$ cat src/cmt_pkg.sv
`timescale 1ns / 1ps
// Shared types and constants for the centered master tile layout block.
// Depends on nothing; imported by the controller, the datapath and the top level.

package cmt_pkg;

	localparam int COORD_W    = 16;
	localparam int DIM_W      = 15;
	localparam int CNT_W      = 8;
	localparam int HANDLE_W   = 16;
	localparam int FRAC_W     = 16;
	localparam int PROD_W     = DIM_W + FRAC_W;
	localparam int CFG_IDX_W  = 3;
	localparam int CFG_DATA_W = 16;

	// Quotient bits of the tile height divider, one per iteration.
	localparam int QUOT_W    = DIM_W;
	localparam int DIV_CNT_W = $clog2(QUOT_W + 1);

	// Q0.16 value of 0.55, used when the fraction register holds zero.
	localparam logic [FRAC_W-1:0] DEFAULT_FRACTION = 16'd36045;
	localparam logic [CNT_W-1:0]  RESET_MASTERS    = 8'd1;

	typedef enum logic [CFG_IDX_W-1:0] {
		CFG_AREA_X,
		CFG_AREA_Y,
		CFG_AREA_WIDTH,
		CFG_AREA_HEIGHT,
		CFG_MASTER_COUNT,
		CFG_MASTER_FRACTION,
		CFG_PORTRAIT
	} cfg_idx_t;

	typedef enum logic [2:0] {
		ST_IDLE,
		ST_SETUP,
		ST_LATCH,
		ST_PREP,
		ST_DIV,
		ST_FIN
	} state_t;

	typedef enum logic [1:0] {
		COL_CENTER,
		COL_LEFT,
		COL_RIGHT
	} col_t;

	typedef struct packed {
		logic load;
		logic mul;
		logic latch;
		logic prep;
		logic step;
		logic finish;
	} cmt_cmd_t;

	typedef struct packed {
		logic first;
		logic oob;
		logic div_done;
	} cmt_status_t;

endpackage

$ cat src/cmt_ctrl.sv
`timescale 1ns / 1ps
// Sequencing state machine of the centered master tile layout block.
// Depends on cmt_pkg; drives the datapath through cmt_cmd_t and reads cmt_status_t.

module cmt_ctrl import cmt_pkg::*; (
	input  logic        clk,
	input  logic        arst_n,
	input  logic        item_valid,
	output logic        item_stall,
	output logic        tile_valid,
	input  logic        tile_stall,
	output cmt_cmd_t    cmd,
	input  cmt_status_t status
);

	state_t state_q, state_d;
	logic   tile_valid_q;

	always_ff @(posedge clk or negedge arst_n) begin
		if (!arst_n) begin
			state_q      <= ST_IDLE;
			tile_valid_q <= 1'b0;
		end else begin
			state_q <= state_d;
			if (cmd.finish) begin
				tile_valid_q <= 1'b1;
			end else if (!tile_stall) begin
				tile_valid_q <= 1'b0;
			end
		end
	end

	always_comb begin
		state_d    = state_q;
		cmd        = '0;
		item_stall = (state_q != ST_IDLE);
		unique case (state_q)
			ST_IDLE: begin
				if (item_valid) begin
					cmd.load = 1'b1;
					state_d  = ST_SETUP;
				end
			end
			ST_SETUP: begin
				cmd.mul = 1'b1;
				state_d = status.first ? ST_LATCH : ST_PREP;
			end
			ST_LATCH: begin
				cmd.latch = 1'b1;
				state_d   = ST_PREP;
			end
			ST_PREP: begin
				cmd.prep = 1'b1;
				state_d  = status.oob ? ST_FIN : ST_DIV;
			end
			ST_DIV: begin
				if (status.div_done) begin
					state_d = ST_FIN;
				end else begin
					cmd.step = 1'b1;
				end
			end
			ST_FIN: begin
				if (!tile_valid_q || !tile_stall) begin
					cmd.finish = 1'b1;
					state_d    = ST_IDLE;
				end
			end
			default: begin
				state_d = ST_IDLE;
			end
		endcase
	end

	assign tile_valid = tile_valid_q;

	// A new result never overwrites one that is still held.
	a_no_overwrite: assert property (@(posedge clk) disable iff (!arst_n)
		cmd.finish |-> (!tile_valid_q || !tile_stall))
		else $error("result written over a stalled word");

	// A finished tile is presented in the following cycle.
	a_finish_shows: assert property (@(posedge clk) disable iff (!arst_n)
		cmd.finish |=> tile_valid_q)
		else $error("finished tile not presented");

endmodule

$ cat src/cmt_dp.sv
`timescale 1ns / 1ps
// Datapath of the centered master tile layout block: configuration registers,
// layout state, column selection, iterative height divider and output register.
// Depends on cmt_pkg; controlled by cmt_ctrl through cmt_cmd_t.

module cmt_dp import cmt_pkg::*; (
	input  logic                  clk,
	input  logic                  arst_n,
	input  logic                  cfg_we,
	input  logic [CFG_IDX_W-1:0]  cfg_index,
	input  logic [CFG_DATA_W-1:0] cfg_data,
	input  logic [HANDLE_W-1:0]   client_handle,
	input  logic [CNT_W-1:0]      client_count,
	input  logic                  first,
	input  cmt_cmd_t              cmd,
	output cmt_status_t           status,
	output logic [HANDLE_W-1:0]   client_handle_out,
	output logic [COORD_W-1:0]    tile_x,
	output logic [COORD_W-1:0]    tile_y,
	output logic [DIM_W-1:0]      tile_width,
	output logic [DIM_W-1:0]      tile_height,
	output logic                  last
);

	// Configuration registers.
	logic [COORD_W-1:0] area_x_q, area_y_q;
	logic [DIM_W-1:0]   area_width_q, area_height_q;
	logic [CNT_W-1:0]   master_count_q;
	logic [FRAC_W-1:0]  master_fraction_q;
	logic               portrait_q;

	always_ff @(posedge clk or negedge arst_n) begin
		if (!arst_n) begin
			area_x_q          <= '0;
			area_y_q          <= '0;
			area_width_q      <= '0;
			area_height_q     <= '0;
			master_count_q    <= RESET_MASTERS;
			master_fraction_q <= DEFAULT_FRACTION;
			portrait_q        <= 1'b0;
		end else if (cfg_we) begin
			unique case (cfg_index)
				CFG_AREA_X:          area_x_q          <= cfg_data;
				CFG_AREA_Y:          area_y_q          <= cfg_data;
				CFG_AREA_WIDTH:      area_width_q      <= cfg_data[DIM_W-1:0];
				CFG_AREA_HEIGHT:     area_height_q     <= cfg_data[DIM_W-1:0];
				CFG_MASTER_COUNT:    master_count_q    <= cfg_data[CNT_W-1:0];
				CFG_MASTER_FRACTION: master_fraction_q <= cfg_data[FRAC_W-1:0];
				CFG_PORTRAIT:        portrait_q        <= cfg_data[0];
				default: begin
				end
			endcase
		end
	end

	// Area in layout orientation; portrait swaps the axes.
	logic [COORD_W-1:0] ox, oy;
	logic [DIM_W-1:0]   ow, oh;
	logic [FRAC_W-1:0]  frac_eff;

	assign ox       = portrait_q ? area_y_q : area_x_q;
	assign oy       = portrait_q ? area_x_q : area_y_q;
	assign ow       = portrait_q ? area_height_q : area_width_q;
	assign oh       = portrait_q ? area_width_q : area_height_q;
	assign frac_eff = (master_fraction_q == '0) ? DEFAULT_FRACTION : master_fraction_q;

	// Item word and center width product.
	logic [HANDLE_W-1:0] handle_q;
	logic [CNT_W-1:0]    count_q;
	logic                first_q;
	logic [PROD_W-1:0]   prod_q;

	always_ff @(posedge clk) begin
		if (cmd.load) begin
			handle_q <= client_handle;
			count_q  <= client_count;
			first_q  <= first;
		end
		if (cmd.mul) begin
			prod_q <= PROD_W'(ow) * PROD_W'(frac_eff);
		end
	end

	// Arrangement state, latched on the first window.
	logic [CNT_W-1:0]   idx_q, total_q, lt_q, rt_q;
	logic [DIM_W-1:0]   cw_q, lw_q;
	logic [COORD_W-1:0] used_c_q, used_l_q, used_r_q;

	logic [DIM_W-1:0] cw_new;
	logic [CNT_W-1:0] stack_new, lt_new;
	logic [CNT_W:0]   stack_inc;

	assign cw_new    = prod_q[PROD_W-1:FRAC_W];
	assign stack_new = (count_q > master_count_q) ? (count_q - master_count_q) : '0;
	assign stack_inc = {1'b0, stack_new} + (CNT_W+1)'(1);
	assign lt_new    = stack_inc[CNT_W:1];

	// Column selection for the current window.
	logic               single, oob_c, last_c, odd;
	logic [CNT_W-1:0]   s_idx, k_idx;
	logic [COORD_W-1:0] lc, used_sel, tx_c, ty_c;
	logic [DIM_W-1:0]   tw_c, rem_c;
	logic [CNT_W-1:0]   div_c;
	logic [CNT_W:0]     idx_inc;
	col_t               col_c;

	assign single   = (master_count_q == '0) || (total_q <= master_count_q);
	assign s_idx    = idx_q - master_count_q;
	assign k_idx    = {1'b0, s_idx[CNT_W-1:1]};
	assign odd      = s_idx[0];
	assign lc       = {1'b0, lw_q} + {1'b0, cw_q};
	assign oob_c    = (idx_q >= total_q);
	assign idx_inc  = {1'b0, idx_q} + (CNT_W+1)'(1);
	assign last_c   = oob_c || (idx_inc == {1'b0, total_q});

	always_comb begin
		col_c = COL_CENTER;
		tx_c  = ox;
		tw_c  = ow;
		div_c = total_q - idx_q;
		if (single) begin
			col_c = COL_CENTER;
		end else if (idx_q < master_count_q) begin
			col_c = COL_CENTER;
			tx_c  = ox + {1'b0, lw_q};
			tw_c  = cw_q;
			div_c = master_count_q - idx_q;
		end else if (!odd) begin
			col_c = COL_LEFT;
			tw_c  = lw_q;
			div_c = (lt_q > k_idx) ? (lt_q - k_idx) : CNT_W'(1);
		end else begin
			col_c = COL_RIGHT;
			tx_c  = ox + lc;
			tw_c  = ({1'b0, ow} > lc) ? DIM_W'({1'b0, ow} - lc) : '0;
			div_c = (rt_q > k_idx) ? (rt_q - k_idx) : CNT_W'(1);
		end
		if (div_c == '0) begin
			div_c = CNT_W'(1);
		end
	end

	always_comb begin
		unique case (col_c)
			COL_LEFT:  used_sel = used_l_q;
			COL_RIGHT: used_sel = used_r_q;
			default:   used_sel = used_c_q;
		endcase
	end

	assign rem_c = ({1'b0, oh} > used_sel) ? DIM_W'({1'b0, oh} - used_sel) : '0;
	assign ty_c  = oy + used_sel;

	// Prepared tile and restoring divider.
	col_t               col_q;
	logic [COORD_W-1:0] tx_q, ty_q;
	logic [DIM_W-1:0]   tw_q;
	logic               oob_q, last_q;
	logic [QUOT_W-1:0]  num_q;
	logic [CNT_W-1:0]   den_q, r_q;
	logic [CNT_W:0]     trial;
	logic               qbit;
	logic [DIV_CNT_W-1:0] cnt_q;
	logic               busy_q;
	logic [DIM_W-1:0]   th;

	assign trial = {r_q, num_q[QUOT_W-1]};
	assign qbit  = (trial >= {1'b0, den_q});
	assign th    = oob_q ? '0 : num_q;

	always_ff @(posedge clk) begin
		if (cmd.prep) begin
			col_q  <= col_c;
			tx_q   <= oob_c ? ox : tx_c;
			ty_q   <= oob_c ? oy : ty_c;
			tw_q   <= oob_c ? '0 : tw_c;
			oob_q  <= oob_c;
			last_q <= last_c;
			num_q  <= rem_c;
			den_q  <= div_c;
			r_q    <= '0;
		end else if (cmd.step) begin
			r_q   <= qbit ? CNT_W'(trial - {1'b0, den_q}) : trial[CNT_W-1:0];
			num_q <= {num_q[QUOT_W-2:0], qbit};
		end
	end

	always_ff @(posedge clk or negedge arst_n) begin
		if (!arst_n) begin
			cnt_q  <= '0;
			busy_q <= 1'b0;
		end else if (cmd.prep) begin
			cnt_q  <= DIV_CNT_W'(QUOT_W);
			busy_q <= 1'b1;
		end else if (cmd.step) begin
			cnt_q <= cnt_q - DIV_CNT_W'(1);
		end else if (cmd.finish) begin
			busy_q <= 1'b0;
		end
	end

	// Layout state updates.
	always_ff @(posedge clk or negedge arst_n) begin
		if (!arst_n) begin
			idx_q    <= '0;
			total_q  <= '0;
			lt_q     <= '0;
			rt_q     <= '0;
			cw_q     <= '0;
			lw_q     <= '0;
			used_c_q <= '0;
			used_l_q <= '0;
			used_r_q <= '0;
		end else if (cmd.latch) begin
			idx_q    <= '0;
			total_q  <= count_q;
			lt_q     <= lt_new;
			rt_q     <= stack_new - lt_new;
			cw_q     <= cw_new;
			lw_q     <= DIM_W'((ow - cw_new) >> 1);
			used_c_q <= '0;
			used_l_q <= '0;
			used_r_q <= '0;
		end else if (cmd.finish && !oob_q) begin
			idx_q <= idx_inc[CNT_W-1:0];
			unique case (col_q)
				COL_LEFT:  used_l_q <= used_l_q + {1'b0, th};
				COL_RIGHT: used_r_q <= used_r_q + {1'b0, th};
				default:   used_c_q <= used_c_q + {1'b0, th};
			endcase
		end
	end

	// Output register, restored to the caller's orientation.
	always_ff @(posedge clk) begin
		if (cmd.finish) begin
			client_handle_out <= handle_q;
			last              <= last_q;
			if (portrait_q) begin
				tile_x      <= ty_q;
				tile_y      <= tx_q;
				tile_width  <= th;
				tile_height <= tw_q;
			end else begin
				tile_x      <= tx_q;
				tile_y      <= ty_q;
				tile_width  <= tw_q;
				tile_height <= th;
			end
		end
	end

	assign status.first    = first_q;
	assign status.oob      = oob_c;
	assign status.div_done = (cnt_q == '0);

	// The remainder left by the divider is below the divisor.
	a_div_rem: assert property (@(posedge clk) disable iff (!arst_n)
		(busy_q && cnt_q == '0 && !oob_q) |-> (r_q < den_q))
		else $error("divider remainder not below divisor");

	// Used column heights stay inside the area height range.
	a_used_range: assert property (@(posedge clk) disable iff (!arst_n)
		!used_c_q[COORD_W-1] && !used_l_q[COORD_W-1] && !used_r_q[COORD_W-1])
		else $error("column offset out of range");

	// The window index never runs past the latched total.
	a_idx_bound: assert property (@(posedge clk) disable iff (!arst_n)
		idx_q <= total_q)
		else $error("window index past arrangement");

endmodule

$ cat src/centered_master_tile_layout.sv
`timescale 1ns / 1ps
// Top level of the centered master tile layout block.
// Depends on cmt_pkg, cmt_ctrl and cmt_dp.

// Centered master tile layout. Windows of one arrangement arrive one word per
// item: a handle, the window count and a first flag that restarts the layout.
// Each word yields one word with the tile rectangle and a last flag. A window
// passes through the setup, prepare, divide and finish states before its result
// is registered; the first window of an arrangement also passes through a latch
// state, in which the layout widths and side counts are latched. The longest
// part is the tile height divider, which resolves one of its 15 quotient bits
// per cycle. A word that lies outside any arrangement skips the divider. The
// finish state waits while a stalled earlier result is still held at the output.
// Items are processed one at a time; the result sits in an output register,
// so the next item is accepted while an earlier result is still stalled at
// the output. The configuration channel is always ready, and registers must
// only be written while no item is in flight.

module centered_master_tile_layout import cmt_pkg::*; (
	input  logic                       clk,
	input  logic                       arst_n,
	// Configuration write channel.
	input  logic                       cfg_valid,
	output logic                       cfg_ready,
	input  logic [CFG_IDX_W-1:0]       cfg_index,
	input  logic [CFG_DATA_W-1:0]      cfg_data,
	// Window channel.
	input  logic                       item_valid,
	output logic                       item_stall,
	input  logic [HANDLE_W-1:0]        client_handle,
	input  logic [CNT_W-1:0]           client_count,
	input  logic                       first,
	// Tile channel.
	output logic                       tile_valid,
	input  logic                       tile_stall,
	output logic [HANDLE_W-1:0]        client_handle_out,
	output logic signed [COORD_W-1:0]  tile_x,
	output logic signed [COORD_W-1:0]  tile_y,
	output logic [DIM_W-1:0]           tile_width,
	output logic [DIM_W-1:0]           tile_height,
	output logic                       last
);

	cmt_cmd_t    cmd;
	cmt_status_t status;
	logic [COORD_W-1:0] tile_x_w, tile_y_w;

	// Change registers only between items (not enforced); writes never wait.
	assign cfg_ready = 1'b1;

	cmt_ctrl u_ctrl (
		.clk        (clk),
		.arst_n     (arst_n),
		.item_valid (item_valid),
		.item_stall (item_stall),
		.tile_valid (tile_valid),
		.tile_stall (tile_stall),
		.cmd        (cmd),
		.status     (status)
	);

	cmt_dp u_dp (
		.clk               (clk),
		.arst_n            (arst_n),
		.cfg_we            (cfg_valid),
		.cfg_index         (cfg_index),
		.cfg_data          (cfg_data),
		.client_handle     (client_handle),
		.client_count      (client_count),
		.first             (first),
		.cmd               (cmd),
		.status            (status),
		.client_handle_out (client_handle_out),
		.tile_x            (tile_x_w),
		.tile_y            (tile_y_w),
		.tile_width        (tile_width),
		.tile_height       (tile_height),
		.last              (last)
	);

	// Coordinates wrap modulo the field width; the bits are passed as they are.
	assign tile_x = tile_x_w;
	assign tile_y = tile_y_w;

endmodule
$ cat config.mk
export PLATFORM = sky130hd
export DESIGN_NAME = centered_master_tile_layout
export DESIGN_NICKNAME = d
export VERILOG_FILES = /design/src/cmt_pkg.sv /design/src/cmt_ctrl.sv /design/src/cmt_dp.sv /design/src/centered_master_tile_layout.sv
export SDC_FILE = /design/constraint.sdc
export NUM_CORES = 2
export LEC_CHECK = 0
export BUFFER_PORTS_ARGS = -buffer_cell sky130_fd_sc_hd__buf_2
export CAP_MARGIN = 40
export CORE_MARGIN = 2
export CORE_UTILIZATION = 60
export CTS_CLUSTER_SIZE = 25
export DETAILED_ROUTE_END_ITERATION = 16
export GPL_ROUTABILITY_DRIVEN = 0
export HOLD_SLACK_MARGIN = 0.15
export PLACE_DENSITY_LB_ADDON = 0.3
export SKIP_LAST_GASP = 1
export SLEW_MARGIN = 20
export SYNTH_ARGS = -nofsm -noshare
export SYNTH_HDL_FRONTEND = slang
export SYNTH_SLANG_ARGS = --single-unit
export TNS_END_PERCENT = 50
$ cat constraint.sdc
create_clock -name clk -period 9.4 [get_ports clk]
set_input_delay 0.94 -clock clk [delete_from_list [all_inputs] [get_ports clk]]
set_output_delay 0.94 -clock clk [all_outputs]
set_load 0.01 [all_outputs]
# ---- Word level (Yosys, flattened, before mapping)
# Index checks and enable logic that the tools add are counted.
dict set report totals {
  ff_bits 421
  inputBits 49
  out_inout_bits 82
  word_cells 183
}
dict set report op_classes {
  addsub 21
  mul 1
  order_cmp 9
  n_eq_ne 21
  n_mux 63
  n_reduce_logical 30
}
# operator count
set ops {}
lappend ops {{$mux 16} 19}
lappend ops {{$mux 15} 12}
lappend ops {{$mux 8} 9}
lappend ops {{$add 16x15->16} 3}
lappend ops {{$sub 8x8->8} 6}
lappend ops {{$sub 15x15->15} 3}
lappend ops {{$add 16x16->16} 2}
lappend ops {{$gt 15x16->1} 2}
lappend ops {{$pmux 16 s2} 1}
lappend ops {{$mul 15x16->31} 1}
lappend ops {{$reduce_and 2->1} 10}
lappend ops {{$add 8x1->9 const B} 2}
lappend ops {{$pmux 3 s6} 1}
lappend ops {{$add 14x15->16} 1}
lappend ops {{$add 16x14->16} 1}
lappend ops {{$gt 8x7->1} 2}
lappend ops {{$logic_not 16->1} 1}
lappend ops {{$logic_not 8->1} 2}
lappend ops {{$sub 8x7->8} 2}
lappend ops {{$eq 3x3->1 const B} 5}
lappend ops {{$mux 1} 13}
lappend ops {{$eq 3x2->1 const B} 4}
lappend ops {{$eq 9x8->1} 1}
lappend ops {{$ge 9x8->1} 1}
lappend ops {{22 further kinds} 41}

# ---- Longest topological paths before layout
dict set report depth {
  word_depth 9
  depth_mapped 30
  ltp_nobuf 26
}

# ---- By module
# A second synthesis with hierarchy kept.
dict set report hier_totals {
  hier_cells 3308
  hier_area_um2 33438.3
}
# mod n_inst cells_each area_per_inst_um2 seq_area_each_um2
set by_module_without_submodules {}
lappend by_module_without_submodules {cmt_dp 1 3276 33170.6 10971.8}
lappend by_module_without_submodules {cmt_ctrl 1 30 256.5 100.1}
lappend by_module_without_submodules {centered_master_tile_layout 1 2 11.3 0.0}

# ---- Worst setup path before layout
# No wires, ideal clock.
dict set report synth_timing {
  path_kind {reg-to-reg}
  start {reg u_dp.portrait_q}
  end {reg u_dp.prod_q[22], data pin}
  setup_time_ns 0.266
  arrival_ns 6.743
  required_time_ns 9.134
  slack_ns 2.391
  stages_incl_launch_ff 26
  n_path_buf 2
  period_less_slack_ns 7.009
  path_cell_list {dfrtp_1 > buf_6 > clkbuf_1 > mux2i_1 > clkinv_1 > and2_1 > fa_1 > inv_1 > fa_1 > inv_1 > fa_1 > fa_1 > fa_1 > inv_1 > fa_1 > inv_1 > ha_1 > nand4_1 > nor2_1 > and3_1 > a221o_2 > o21a_4 > o21a_1 > o21a_1 > mux2i_1 > o211ai_1}
}
dict set report synth_between {
  elab_chain_len 2
}
# element line_no
set synth_rtl {}
lappend synth_rtl {{start: declaration} cmt_dp.sv:30} ;# logic portrait_q;
lappend synth_rtl {{start signal: assignment} cmt_dp.sv:49} ;# CFG_PORTRAIT: portrait_q <= cfg_data[0];
lappend synth_rtl {{$mux 15} cmt_dp.sv:63} ;# assign ow = portrait_q ? area_height_q : area_width_q;
lappend synth_rtl {{$mul 15x16->31} cmt_dp.sv:80} ;# prod_q <= PROD_W'(ow) * PROD_W'(frac_eff);
lappend synth_rtl {{end signal: assignment} cmt_dp.sv:80}
lappend synth_rtl {{end: declaration} cmt_dp.sv:71} ;# logic [PROD_W-1:0] prod_q;
# Every way passes these cells.
# A chain may end at the register's enable or synchronous reset.

# ---- Final worst setup path
dict set report layout_timing {
  start {reg u_dp.portrait_q}
  end {reg u_dp.prod_q[30], data pin}
}
# The elaborated chain is that of the path after synthesis.

==> results.yml <==
run_status:
  status: "complete, no violations"
clocking:
  clk_path_buf_depth: 3
  insertion_delay_ps: 610
  cts_resized: 0
  clockRootBuffer: "clkbuf_16"
  hold_buffers: 0
  clock-sinks: 405
  h-tree-depth: 2
  numCtsBuffers: 46
  clk_pin_slew_worst_paths_ps: 60
  cts_tree: "yes"
  cts_setup_buffers: 0
setup_path:
  start_kind: "flop"
  crit_path_max_incr_delay_ps: 670
  criticalPathCategory: "flop to flop"
  crit_fanout: 59
  crit_path_end_kind: "flop"
  crit_family: "adder cells"
  crit_arrival_ps: 8020
  cp_slowest_cell: "buf_4"
  critPathRequiredTime_ps: 9730
  reg2reg_from: "u_dp.portrait_q"
  rr_endpoint: "u_dp.prod_q[30]"
  cp_common_cell: "fa_1"
  r2r_setup_slack_ps: 1710
  critPathBufInv: 5
  r2r_cells: 23
  cp_cell_sequence: "buf_4, mux2_2, and2_1, fa_1, inv_1, fa_1, inv_1, fa_1, fa_1, fa_1, inv_1, fa_1, inv_1, ha_1, nand4_1, nor2_1, and3_1, a221o_2, o21a_4, o211ai_4, o311ai_2, a31oi_1, xnor2_1"
routing:
  routedWlPerCell_um: 20.59
  drtIter0Drc: 1834
  via_per_inst: 6.042
  firstDrtPassIters: 7
  drtAntennaViolNets: 0
  routed_wl_um: 88700
  vias: 26030
  drc: 0
synthesis:
  yosysTopAreaCellShare_pct: 17.20
  yosys.area.top_type: "edfxtp_1"
  synth_warnings: 0
  ys_seq_area_share_pct: 32.86
  syn-num-nets: 3970
  syn_area_um2: 33690
  ys_types: 94
  ys_seq_elements: 405
  avgSynthCellArea_um2: 9.875
  synth_edf_count: 193
  synthArstFlopShare_pct: 50.37
  ys.flop_type: "dfrtp_1"
  synthCells: 3412
  yosys-top-cells-area: "edfxtp_1 17%, dfrtp_1 14%, fa_1 12%, ha_1 12%, mux2_2 6.2%"
die:
  die_area_um2: 58070
  ios: 131
  die_x_um: 241.0
  rows: 86
  initial_utilization_pct: 60.92
  fp.dieH_um: 241.0
  coreArea_um2: 55310
timing:
  setup_tns_ps: 0
  max_freq_mhz: 130.1
  setup_viol: 0
  finalCritPeriodShare_pct: 81.79
  tightest_slew_ps: 946.9
  slew_violations: 0
  hold_violations: 0
  period_needed_ps: 7689
  relSlewSlack_pct: 36.21
  rsz0062_at_grt: "no"
  fin_skew_ps: 26.01
grt:
  grt_usage_pct: 31.24
  grt_pass1_vias: 25640
  grt_pass1_wl_um: 140800
  antenna_found_initial: 6
  grt_max_degree: 87
  overflow: 0
cells_and_area:
  nFillCells: 4357
  design_area_um2: 36860
  drive_gt1_share_pct: 13.77
  fin_nets: 4078
  fin_cells: 4308
  area_delta_synth_final_pct: 9.395
flow_run:
  drv_cap: 0
placed_design:
  postPlaceCellArea_um2: 35250
  dpl.hpwl_um: 67540
  port_buffers: 129
  dp_cells: 4213
hold_path:
  hold_class: "input port to async pin"
-- layer usage --
| layer | global-route usage [%] | part of all wire [%] |
|---|---|---|
| met2 | 49.88 | 46 |
| met1 | 42.38 | 42 |
| met3 | 5.216 | 7.2 |
| met5 | 0 | 0.091 |
| met4 | 13.11 | 4.3 |
-- stage by stage --
| stage | setup slack (ps) | util (%) | hold WS [ps] |
|---|---|---|---|
| finish | 1711 | 66.64 | 353.2 |
| global route | 1392 | 66.64 | 423.0 |
| CTS | 1708 | 66.48 | 401.2 |
| detailed placement | 1742 | 63.73 | 405.6 |
| global placement | 1856 | 63.55 | 401.2 |
| floorplan | 2391 | - | 400.3 |
-- state kept, by name (all words and copies together), names as in the netlist, 16 cells and up --
name	cells
u_dp.area_x_q	16
u_dp.area_y_q	16
u_dp.client_handle_out	16
u_dp.handle_q	16
u_dp.master_fraction_q	16
u_dp.tile_x	16
u_dp.tile_y	16
u_dp.tx_q	16
u_dp.ty_q	16
u_dp.used_c_q	16
u_dp.used_l_q	16
u_dp.used_r_q	16
-- synthesized netlist by cell type (72+ instances only) --
cell,number
o21ai_0,193
edfxtp_1,193
nor2_1,196
nand3_1,92
dfrtp_1,195
a21oi_1,151
ha_1,313
xor2_1,72
inv_1,344
mux2_2,187
xnor2_1,109
nand2_1,334
fa_1,196
clkbuf_1,96
-- layout by cell type, fill, tap and decap left out, types with 12 or more instances in the layout --
cell         n
inv_1      343
nand2_1    334
ha_1       313
fa_1       196
nor2_1     194
dfrtp_1    194
o21ai_0    193
edfxtp_1   193
mux2_2     187
a21oi_1    151
buf_2      129
xnor2_1    109
nand3_1     92
xor2_1      72
nor2b_1     64
a21o_1      59
and2_1      59
nor3_1      58
clkbuf_16   46
o21a_1      40
buf_4       40
a211oi_1    32
o21bai_1    30
nand2b_1    29
and3_1      24
mux2i_1     23
nand4_1     20
nor4_1      17
or3_1       16
a22oi_1     16
a22o_1      14
clkbuf_1    13
o211ai_1    12
a31oi_1     12
-- how the worst max path moves through the flow --
stage	startpoint	endpoint	depth (start not counted)
2_1_floorplan	u_dp.portrait_q	u_dp.prod_q[22]	25
3_3_place_gp	u_dp.portrait_q	u_dp.prod_q[30]	23
3_5_place_dp	u_dp.portrait_q	u_dp.prod_q[30]	23
4_1_cts	u_dp.portrait_q	u_dp.prod_q[30]	23
5_1_grt	u_dp.master_fraction_q[8]	u_dp.prod_q[30]	23
6_report	u_dp.portrait_q	u_dp.prod_q[30]	23
-- kinds of logic after synthesis --
logic type / count (synthesis) / share of synthesized area, %
mux: 212 / 7.015
compound gates: 694 / 13.63
buf+inv: 463 / 5.210
xor+xnor: 181 / 4.705
simple gates: 947 / 13.30
flops: 405 / 32.86
fa+ha+maj: 509 / 23.27
other cells: 1 / 0.01113
-- cell type report --
type                    count  area (µm²)  share of cell area (%)
clock buffers              60        1214                   3.293
inverters                 345        1295                   3.513
repair buffers            178        1101                   2.987
well taps                 748       935.9                   2.539
flip-flops and latches    405       11080                   30.05
clock inverters            26       307.8                  0.8351
multi-input cells        2544       20930                   56.77
diodes                      2       5.005                 0.01358
Power is not shown: default switching activity piles up to over one toggle a cycle in this logic, so the estimate is an artifact.
